## config.mk

```make
export PLATFORM = sky130hd
export DESIGN_NAME = gamepad_input_conditioner_core
export DESIGN_NICKNAME = d
export VERILOG_FILES = /design/src/hdl/gic_pkg.sv /design/src/hdl/gamepad_input_conditioner_core.sv
export SDC_FILE = /design/constraint.sdc
export NUM_CORES = 2
export LEC_CHECK = 0
export BUFFER_PORTS_ARGS = -buffer_cell sky130_fd_sc_hd__buf_2
export CAP_MARGIN = 20
export CORE_ASPECT_RATIO = 1.4
export CORE_UTILIZATION = 50
export CTS_BUF_LIST = sky130_fd_sc_hd__clkbuf_8
export DETAILED_ROUTE_END_ITERATION = 6
export GPL_TIMING_DRIVEN = 0
export PLACE_DENSITY = 0.7
export SYNTH_ARGS = -nofsm -noshare
export SYNTH_HDL_FRONTEND = slang
export SYNTH_SLANG_ARGS = --single-unit
```

## constraint.sdc

```tcl
create_clock -name aclk -period 20.4 [get_ports aclk]
set_input_delay 1.02 -clock aclk [delete_from_list [all_inputs] [get_ports aclk]]
set_output_delay 1.02 -clock aclk [all_outputs]
set_load 0.005 [all_outputs]
```

## src/hdl/gic_pkg.sv

```systemverilog
package gic_pkg;

    // default sizes of the button and axis stores
    localparam int NUM_BUTTONS_DEF = 24;
    localparam int NUM_AXES_DEF    = 6;

    // stream widths: fields packed from bit 0, padded to whole bytes
    localparam int S_TDATA_W = 32;
    localparam int S_TUSER_W = 8;
    localparam int M_TDATA_W = 24;
    localparam int CFG_IDX_W = 2;
    localparam int CFG_DATA_W = 16;

    // fixed button and axis numbers
    localparam int BTN_LT    = 10;
    localparam int BTN_RT    = 11;
    localparam int BTN_DPAD0 = 12;
    localparam int AXIS_LT   = 4;
    localparam int AXIS_RT   = 5;

    localparam logic [14:0] DEADZONE_RST  = 15'd5898;
    localparam logic [14:0] THRESHOLD_RST = 15'd11469;
    localparam logic [15:0] GAIN_RST      = 16'd19980;

    localparam logic signed [15:0] FULL_SCALE = 16'sd32767;

    typedef enum logic [2:0] {
        FUNC_FRAME   = 3'd0,
        FUNC_BUTTON  = 3'd1,
        FUNC_AXIS    = 3'd2,
        FUNC_HAT     = 3'd3,
        FUNC_TRIGGER = 3'd4,
        FUNC_CONNECT = 3'd5,
        FUNC_QUERY   = 3'd6
    } func_t;

    typedef enum logic [2:0] {
        SRC_NONE   = 3'd0,
        SRC_BUTTON = 3'd1,
        SRC_POS    = 3'd2,
        SRC_NEG    = 3'd3,
        SRC_FULL   = 3'd4
    } src_t;

    typedef enum logic [1:0] {
        REG_DEADZONE  = 2'd0,
        REG_THRESHOLD = 2'd1,
        REG_GAIN      = 2'd2
    } cfg_reg_t;

    // deadzone cut and rescale of a Q1.15 sample, round half up, saturated
    function automatic logic signed [15:0] dz_apply(
        input logic signed [15:0] a,
        input logic [14:0]        dz,
        input logic [15:0]        gain
    );
        logic signed [15:0] neg_a;
        logic [14:0] mag;
        logic [14:0] diff;
        logic [30:0] prod;
        logic [31:0] rnd;
        logic [17:0] scaled;
        logic [14:0] sat;
        logic signed [15:0] pos_val;
        neg_a = -a;
        mag = a[15] ? neg_a[14:0] : a[14:0];
        diff = mag - dz;
        prod = 31'(diff) * 31'(gain);
        rnd = {1'b0, prod} + 32'd8192;
        scaled = rnd[31:14];
        sat = (scaled > 18'd32767) ? 15'h7fff : scaled[14:0];
        pos_val = $signed({1'b0, sat});
        if (mag < dz) begin
            return 16'sd0;
        end
        return a[15] ? -pos_val : pos_val;
    endfunction

    // axis binding held test against the trigger threshold
    function automatic logic axis_held(
        input src_t               src,
        input logic signed [15:0] v,
        input logic [14:0]        t
    );
        logic signed [16:0] vx;
        logic signed [16:0] tx;
        logic signed [16:0] sum;
        logic above;
        logic below;
        vx = {v[15], v};
        tx = $signed({2'b00, t});
        sum = vx + tx;
        above = vx > tx;
        below = sum[16];
        case (src)
            SRC_POS:  return above;
            SRC_NEG:  return below;
            SRC_FULL: return above | below;
            default:  return 1'b0;
        endcase
    endfunction

endpackage

```

## src/hdl/gamepad_input_conditioner_core.sv

```systemverilog
// Gamepad input conditioner. Each slave beat is one controller event selected by
// s_tuser (frame start, button level, axis sample, hat, trigger sync, connect,
// binding query) and produces exactly one master beat, all zero except for a
// binding query, which returns down, pressed, released and the deadzone-rescaled
// analog value. Events are taken one per clock while m_tready does not hold the
// result register: a beat sits in the input register while the button and axis
// state update and the query answer is formed, then moves to the result register
// and shows on the master side; the next event may be accepted in the same cycle
// that the last one moves on. The input register stage holds the query path (axis
// select, deadzone subtract, one 15x16 multiply per axis store, threshold compare).
// State needs no clearing pass: all of it sits in flip-flops cleared by reset.
// Registers are written through the cfg channel, which is always ready; the user
// must write them while no event is in flight, as the block does not enforce it.
module gamepad_input_conditioner_core #(
    parameter int NUM_BUTTONS = gic_pkg::NUM_BUTTONS_DEF,
    parameter int NUM_AXES    = gic_pkg::NUM_AXES_DEF
) (
    input  logic                          aclk,
    input  logic                          aresetn,
    // events
    input  logic                          s_tvalid,
    output logic                          s_tready,
    // index[4:0], level[5], hat_bits[9:6], axis_value[26:10], bind_source[29:27]
    input  logic [gic_pkg::S_TDATA_W-1:0] s_tdata,
    // func[2:0]
    input  logic [gic_pkg::S_TUSER_W-1:0] s_tuser,
    // results
    output logic                          m_tvalid,
    input  logic                          m_tready,
    // bind_down[0], bind_pressed[1], bind_released[2], bind_value[18:3]
    output logic [gic_pkg::M_TDATA_W-1:0] m_tdata,
    // register writes
    input  logic                          cfg_valid,
    output logic                          cfg_ready,
    input  logic [gic_pkg::CFG_IDX_W-1:0] cfg_index,
    input  logic [gic_pkg::CFG_DATA_W-1:0] cfg_data
);
    import gic_pkg::*;

    localparam int AX_IW = $clog2(NUM_AXES);

    // ---------------------------------------------------------------
    // configuration registers
    // ---------------------------------------------------------------
    logic [14:0] deadzone_reg;
    logic [14:0] threshold_reg;
    logic [15:0] gain_reg;

    assign cfg_ready = 1'b1;

    always_ff @(posedge aclk) begin
        if (!aresetn) begin
            deadzone_reg  <= DEADZONE_RST;
            threshold_reg <= THRESHOLD_RST;
            gain_reg      <= GAIN_RST;
        end else if (cfg_valid) begin
            case (cfg_reg_t'(cfg_index))
                REG_DEADZONE:  deadzone_reg  <= cfg_data[14:0];
                REG_THRESHOLD: threshold_reg <= cfg_data[14:0];
                REG_GAIN:      gain_reg      <= cfg_data;
                default:       ;
            endcase
        end
    end

    // ---------------------------------------------------------------
    // input register and handshake
    // ---------------------------------------------------------------
    logic               in_valid_reg;
    logic               out_valid_reg;
    func_t              in_func_reg;
    logic [4:0]         in_index_reg;
    logic               in_level_reg;
    logic [3:0]         in_hat_reg;
    logic signed [16:0] in_axis_reg;
    src_t               in_src_reg;
    logic               fire;
    logic               s_accept;

    // the event in the input register retires when the result slot is free
    assign fire     = in_valid_reg && (!out_valid_reg || m_tready);
    assign s_tready = !in_valid_reg || fire;
    assign s_accept = s_tvalid && s_tready;

    always_ff @(posedge aclk) begin
        if (!aresetn) begin
            in_valid_reg <= 1'b0;
        end else if (s_accept) begin
            in_valid_reg <= 1'b1;
        end else if (fire) begin
            in_valid_reg <= 1'b0;
        end
    end

    always_ff @(posedge aclk) begin
        if (s_accept) begin
            in_func_reg  <= func_t'(s_tuser[2:0]);
            in_index_reg <= s_tdata[4:0];
            in_level_reg <= s_tdata[5];
            in_hat_reg   <= s_tdata[9:6];
            in_axis_reg  <= $signed(s_tdata[26:10]);
            in_src_reg   <= src_t'(s_tdata[29:27]);
        end
    end

    // ---------------------------------------------------------------
    // controller state
    // ---------------------------------------------------------------
    logic                   connected_reg, connected_next;
    logic [NUM_BUTTONS-1:0] level_reg, level_next;
    logic [NUM_BUTTONS-1:0] press_reg, press_next;
    logic [NUM_BUTTONS-1:0] release_reg, release_next;
    logic signed [15:0]     axis_now_reg [NUM_AXES];
    logic signed [15:0]     axis_now_next [NUM_AXES];
    logic signed [15:0]     axis_before_reg [NUM_AXES];
    logic signed [15:0]     axis_before_next [NUM_AXES];

    // one-hot decode of the button number; numbers past the store hit nothing
    logic [NUM_BUTTONS-1:0] btn_hit;
    logic                   axis_in_range;
    logic [AX_IW-1:0]       axis_sel;

    always_comb begin
        for (int i = 0; i < NUM_BUTTONS; i++) begin
            btn_hit[i] = (in_index_reg == 5'(i));
        end
    end

    assign axis_in_range = (32'(in_index_reg) < NUM_AXES);
    assign axis_sel      = in_index_reg[AX_IW-1:0];

    // trigger hysteresis: on above threshold, off below half of it
    logic lt_on, lt_off, rt_on, rt_off;

    assign lt_on  = axis_now_reg[AXIS_LT] > $signed({1'b0, threshold_reg});
    assign lt_off = $signed({axis_now_reg[AXIS_LT], 1'b0}) < $signed({2'b00, threshold_reg});
    assign rt_on  = axis_now_reg[AXIS_RT] > $signed({1'b0, threshold_reg});
    assign rt_off = $signed({axis_now_reg[AXIS_RT], 1'b0}) < $signed({2'b00, threshold_reg});

    // buttons driven by this event and the level each is driven to
    logic [NUM_BUTTONS-1:0] feed_mask;
    logic [NUM_BUTTONS-1:0] feed_val;

    always_comb begin
        feed_mask = '0;
        feed_val  = '0;
        unique case (in_func_reg)
            FUNC_BUTTON: begin
                feed_mask = btn_hit;
                feed_val  = {NUM_BUTTONS{in_level_reg}};
            end
            FUNC_HAT: begin
                // d-pad buttons past the store are dropped
                for (int i = 0; i < NUM_BUTTONS; i++) begin
                    if (i >= BTN_DPAD0 && i < BTN_DPAD0 + 4) begin
                        feed_mask[i] = 1'b1;
                        feed_val[i]  = in_hat_reg[2'(i - BTN_DPAD0)];
                    end
                end
            end
            FUNC_TRIGGER: begin
                feed_mask[BTN_LT] = lt_on | lt_off;
                feed_val[BTN_LT]  = lt_on;
                feed_mask[BTN_RT] = rt_on | rt_off;
                feed_val[BTN_RT]  = rt_on;
            end
            default: ;
        endcase
    end

    // clamp of an axis sample to plus or minus full scale
    logic signed [15:0] axis_clamped;

    always_comb begin
        if (in_axis_reg > 17'sd32767) begin
            axis_clamped = FULL_SCALE;
        end else if (in_axis_reg < -17'sd32767) begin
            axis_clamped = -FULL_SCALE;
        end else begin
            axis_clamped = in_axis_reg[15:0];
        end
    end

    always_comb begin
        connected_next   = connected_reg;
        level_next       = (level_reg & ~feed_mask) | (feed_val & feed_mask);
        press_next       = press_reg | (feed_mask & feed_val & ~level_reg);
        release_next     = release_reg | (feed_mask & ~feed_val & level_reg);
        axis_now_next    = axis_now_reg;
        axis_before_next = axis_before_reg;
        unique case (in_func_reg)
            FUNC_FRAME: begin
                press_next       = '0;
                release_next     = '0;
                axis_before_next = axis_now_reg;
            end
            FUNC_AXIS: begin
                if (axis_in_range) begin
                    axis_now_next[axis_sel] = axis_clamped;
                end
            end
            FUNC_CONNECT: begin
                // a disconnect drops every button and axis
                if (!in_level_reg && connected_reg) begin
                    level_next   = '0;
                    press_next   = '0;
                    release_next = '0;
                    for (int i = 0; i < NUM_AXES; i++) begin
                        axis_now_next[i]    = '0;
                        axis_before_next[i] = '0;
                    end
                end
                connected_next = in_level_reg;
            end
            default: ;
        endcase
    end

    always_ff @(posedge aclk) begin
        if (!aresetn) begin
            connected_reg <= 1'b0;
            level_reg     <= '0;
            press_reg     <= '0;
            release_reg   <= '0;
            for (int i = 0; i < NUM_AXES; i++) begin
                axis_now_reg[i]    <= '0;
                axis_before_reg[i] <= '0;
            end
        end else if (fire) begin
            connected_reg   <= connected_next;
            level_reg       <= level_next;
            press_reg       <= press_next;
            release_reg     <= release_next;
            axis_now_reg    <= axis_now_next;
            axis_before_reg <= axis_before_next;
        end
    end

    // ---------------------------------------------------------------
    // binding query
    // ---------------------------------------------------------------
    logic signed [15:0] raw_now, raw_before;
    logic signed [15:0] v_now, v_before;
    logic               held_now, held_before;
    logic               q_down, q_pressed, q_released;
    logic signed [15:0] q_value;

    // out-of-range axes read as centered, which is never held
    assign raw_now    = axis_in_range ? axis_now_reg[axis_sel] : 16'sd0;
    assign raw_before = axis_in_range ? axis_before_reg[axis_sel] : 16'sd0;
    assign v_now      = dz_apply(raw_now, deadzone_reg, gain_reg);
    assign v_before   = dz_apply(raw_before, deadzone_reg, gain_reg);
    assign held_now    = axis_held(in_src_reg, v_now, threshold_reg);
    assign held_before = axis_held(in_src_reg, v_before, threshold_reg);

    always_comb begin
        q_down     = 1'b0;
        q_pressed  = 1'b0;
        q_released = 1'b0;
        q_value    = 16'sd0;
        if (in_func_reg == FUNC_QUERY) begin
            unique case (in_src_reg) inside
                SRC_BUTTON: begin
                    q_down     = |(level_reg & btn_hit);
                    q_pressed  = |(press_reg & btn_hit);
                    q_released = |(release_reg & btn_hit);
                    q_value    = q_down ? FULL_SCALE : 16'sd0;
                end
                SRC_POS, SRC_NEG, SRC_FULL: begin
                    q_down = held_now;
                    // trigger axes report the edges of their trigger buttons
                    if (in_index_reg == 5'(AXIS_LT)) begin
                        q_pressed  = press_reg[BTN_LT];
                        q_released = release_reg[BTN_LT];
                    end else if (in_index_reg == 5'(AXIS_RT)) begin
                        q_pressed  = press_reg[BTN_RT];
                        q_released = release_reg[BTN_RT];
                    end else begin
                        q_pressed  = held_now && !held_before;
                        q_released = !held_now && held_before;
                    end
                    case (in_src_reg)
                        SRC_POS: q_value = v_now[15] ? 16'sd0 : v_now;
                        SRC_NEG: q_value = v_now[15] ? -v_now : 16'sd0;
                        default: q_value = v_now;
                    endcase
                end
                default: ;
            endcase
        end
    end

    // ---------------------------------------------------------------
    // result register
    // ---------------------------------------------------------------
    logic               down_reg, pressed_reg, released_reg;
    logic signed [15:0] value_reg;

    always_ff @(posedge aclk) begin
        if (!aresetn) begin
            out_valid_reg <= 1'b0;
        end else if (fire) begin
            out_valid_reg <= 1'b1;
        end else if (m_tready) begin
            out_valid_reg <= 1'b0;
        end
    end

    always_ff @(posedge aclk) begin
        if (fire) begin
            down_reg     <= q_down;
            pressed_reg  <= q_pressed;
            released_reg <= q_released;
            value_reg    <= q_value;
        end
    end

    assign m_tvalid = out_valid_reg;
    assign m_tdata  = {5'd0, value_reg, released_reg, pressed_reg, down_reg};

endmodule

```

==> results.md <==
* Syn_area_per_cell at 8.60 µm²
* Die Height at 325 µm
* Commonest non-fill, non-tap cell in the layout: nand2_1
* Initial DRC count at 2707
* Post-CTS resize count at 0
* GRT Residual Overflow at 0
* MaxCap Viol Count at 0
* Drt pass-1 iters at 6
* CTS tree: built
* Post-synthesis sequential area ratio at 0.209
* Tot GR Track Use at 0.311
* Compound-Gate Fraction of Synth Area at 0.166
* Crit path max-delay family: compound AO/OA/AOI/OAI gates
* Initial cell density of the core at 0.508
* Max-Slew Margin vs Limit at 0.243
* Die area at 0.0754 mm²
* Main combinational cell family by area after synthesis: adder cells
* CTS Sinks at around 360
* Drt total wl at 116000 µm
* Number of port buffers at 73
* Vias at between 30k and 40k
* CP startpoint: in_index_reg[0]
* Clock slew at reported path FFs at 0.07 ns
* Worst-Skew Late Latency at 0.71 ns
* CTS root buffer: clkbuf_8
* Synth async-reset ratio at 0
* Setup tns final at 0 ns
* Core ar. at between 0.07 and 0.08 mm²
* Min cycle time layout at approximately 19 ns
* Period utilization at 0.910
* Crit path DAT at 19.02 ns
* Critical path capture point type: register
* Mapped Area at 0.0372 mm²
* Max frequency at 53.9 MHz
* Post-synth EDFFs at 50
* Hold Path Class: reg -> reg
* Startpoint Class: register
* Unrepaired setup endpoints after global routing: false
* Mux contribution to synthesized area at 0.0331
* CP endpoint: pressed_reg
* Synth Flop Type: dfxtp_1
* Vias per cell at about 5.9
* VDD IR max at 0.000213 V
* Buf/Inv on CP at 10
* RR Startpoint: in_index_reg[0]
* Commonest non-fill, non-tap cells in the layout: nand2_1, inv_1, ha_1
* Layout Nets at 5258
* Cell with the largest stage delay on the worst path: buf_1
* CP Max Fanout at 10
* Warning count from the yosys run at 0
* Pin count of the biggest net entering global routing at 32
* Post-synthesis cell type count at between 100 and 150
* Post-CTS setup buffer count at 0
* Area Growth Syn to Fin at 7.74%
* CTS Hold Buffers Added at 0
* Max Slew Vio Count at 0
* HPWL after DPL at approximately 94000 µm
* Vias in the first global route at about 33k
* Critical R2R Capture: pressed_reg
* Fillers at 6845
* Status: completed
* Row cnt at 117
* Routed len/inst at 21.3 µm
* Reg2reg path depth at between 60 and 70
* First-pass GRT wire length at between 150000 and 200000 µm
* Crit-path max cell delay at 0.70 ns
* Longest Clk Path Bufs at 3
* Final Skew at 0.0511 ns
* Worst-margin pin slew at between 1 and 1.5 ns
* CP Class: reg -> reg
* Setup violators final at 0
* Final count of hold timing violations at 0
* GP Congestion at roughly 1
* Reg-to-reg slack, setup at 1.84 ns
* Leakage at ~18 nW
* Initial antenna violation count at 1
* Final design area excluding fillers at 0.0400 mm²
* Post-Synth Simple-Gate Area at 0.175
* CP required at 20.86 ns
* Post-Synth XOR/XNOR Area at 0.0181
* Critical path depth at 63
* Power per cell area at 127 mW/mm²
* Post-Syn Instances at approximately 4.3k
* Htree depth at 2
* DRC errors left at 0
* #FFs+latches synth at 363
* Top cell by count, worst path: o21ai_0
* Num CTS Buffers at 56
* Layout cells sized above 1 at 0.0602
* Final ANT Viol Nets at 0
* Die Width at 232 µm
* Cell Area, Placed at 0.0388 mm²
* Post-synthesis adder-cell area fraction at 0.321
* I/O Pins at 90
-- per-layer routing --
metal  share of wire  global-route usage
met4           0.091               0.236
met1            0.36               0.350
met3           0.058              0.0288
met5               0                   0
met2            0.49               0.537
-- report_power, final --
part	total (mW)	leakage, nW	switching (mW)	internal (mW)
clock	0.698	0.698	0.322	0.376
combinational	3.64	14.7	2.32	1.33
sequential	0.744	3.01	0.00916	0.734
-- how the worst min path moves through the flow --
stage | start | to | slack (ns) | cells after the start
final | deadzone_reg[11] | deadzone_reg[11] | 0.47 | 2
after global routing | s_tdata[15] | in_axis_reg[5] | 0.45 | 1
after detailed placement | deadzone_reg[14] | deadzone_reg[14] | 0.46 | 2
after floorplan | press_reg[5] | press_reg[5] | 0.44 | 2
after CTS | s_tdata[15] | in_axis_reg[5] | 0.43 | 1
after global placement | release_reg[5] | release_reg[5] | 0.45 | 2
-- synth_stat cells, drive strengths merged (8+ instances only) --
master  count  area [µm²]
a211oi     23         188
clkbuf    194         728
o31a        8        70.1
or2        12        75.1
a32o        8        80.1
nand2     609        2290
dfxtp     313        6270
mux2i      43         430
inv       518        1940
buf        37         189
a211o      12         106
a21o       32         241
nor2      293        1100
o211ai     32         240
nand4      30         188
a41oi      10        87.6
and2      146         913
a21boi     42         315
nor3       53         270
mux4       32         721
a31oi      41         257
o31ai      14         105
nand2b     59         369
and2b       8        65.1
xnor2      52         455
a21oi     179         907
o21a       55         420
fa        366        7330
nand3      51         255
and3       10        62.6
a22oi      19         143
o21ai     257        1300
edfxtp     50        1500
or3        15        98.8
a22o      105         920
xor2       24         218
o21bai     10        75.1
nor2b      49         307
nor4       17         106
ha        369        4620
-- tightest hold or removal path, stage by stage, from the launching register on --
cell	delay, ns
dfxtp_1	0.31
nand2_1	0.05
a21boi_0	0.06
-- cell families (layout without fill, tap and decap cells) --
kind of cell    after synthesis  count (layout)
buf+inv                     751             932
compound gates              920             920
mux                          82              82
simple gates               1391            1391
fa+ha+maj                   735             735
xor+xnor                     76              76
other cells                   2               7
flops                       363             363
-- cell type report --
class                           count  area, µm²  area share
Clock inverter                     37        360     0.00900
Antenna cell                        1       2.50   0.0000625
Clock buffer                       66        908      0.0227
Buffer                            231        917      0.0229
Inverter                          520       1950      0.0487
Timing Repair Buffer               78        398     0.00994
Multi-Input combinational cell   3210      26500       0.663
Tap cell                          952       1190      0.0297
Sequential cell                   363       7770       0.194
-- per-stage QoR --
stage | instances | utilization | setup slack (ns) | power (mW) | hold slack, ns
global route | 5458 | 0.547 | 0.553 | 5.57 | 0.451
CTS | 5457 | 0.547 | 1.92 | 5.06 | 0.432
detailed placement | 5354 | 0.530 | 1.97 | 4.34 | 0.458
floorplan | 4324 | - | 6.09 | 3.48 | 0.436
finish | 5458 | 0.547 | 1.84 | 5.09 | 0.469
global placement | 5349 | 0.529 | 1.60 | 4.30 | 0.451
(Power assumes the default switching activity.)
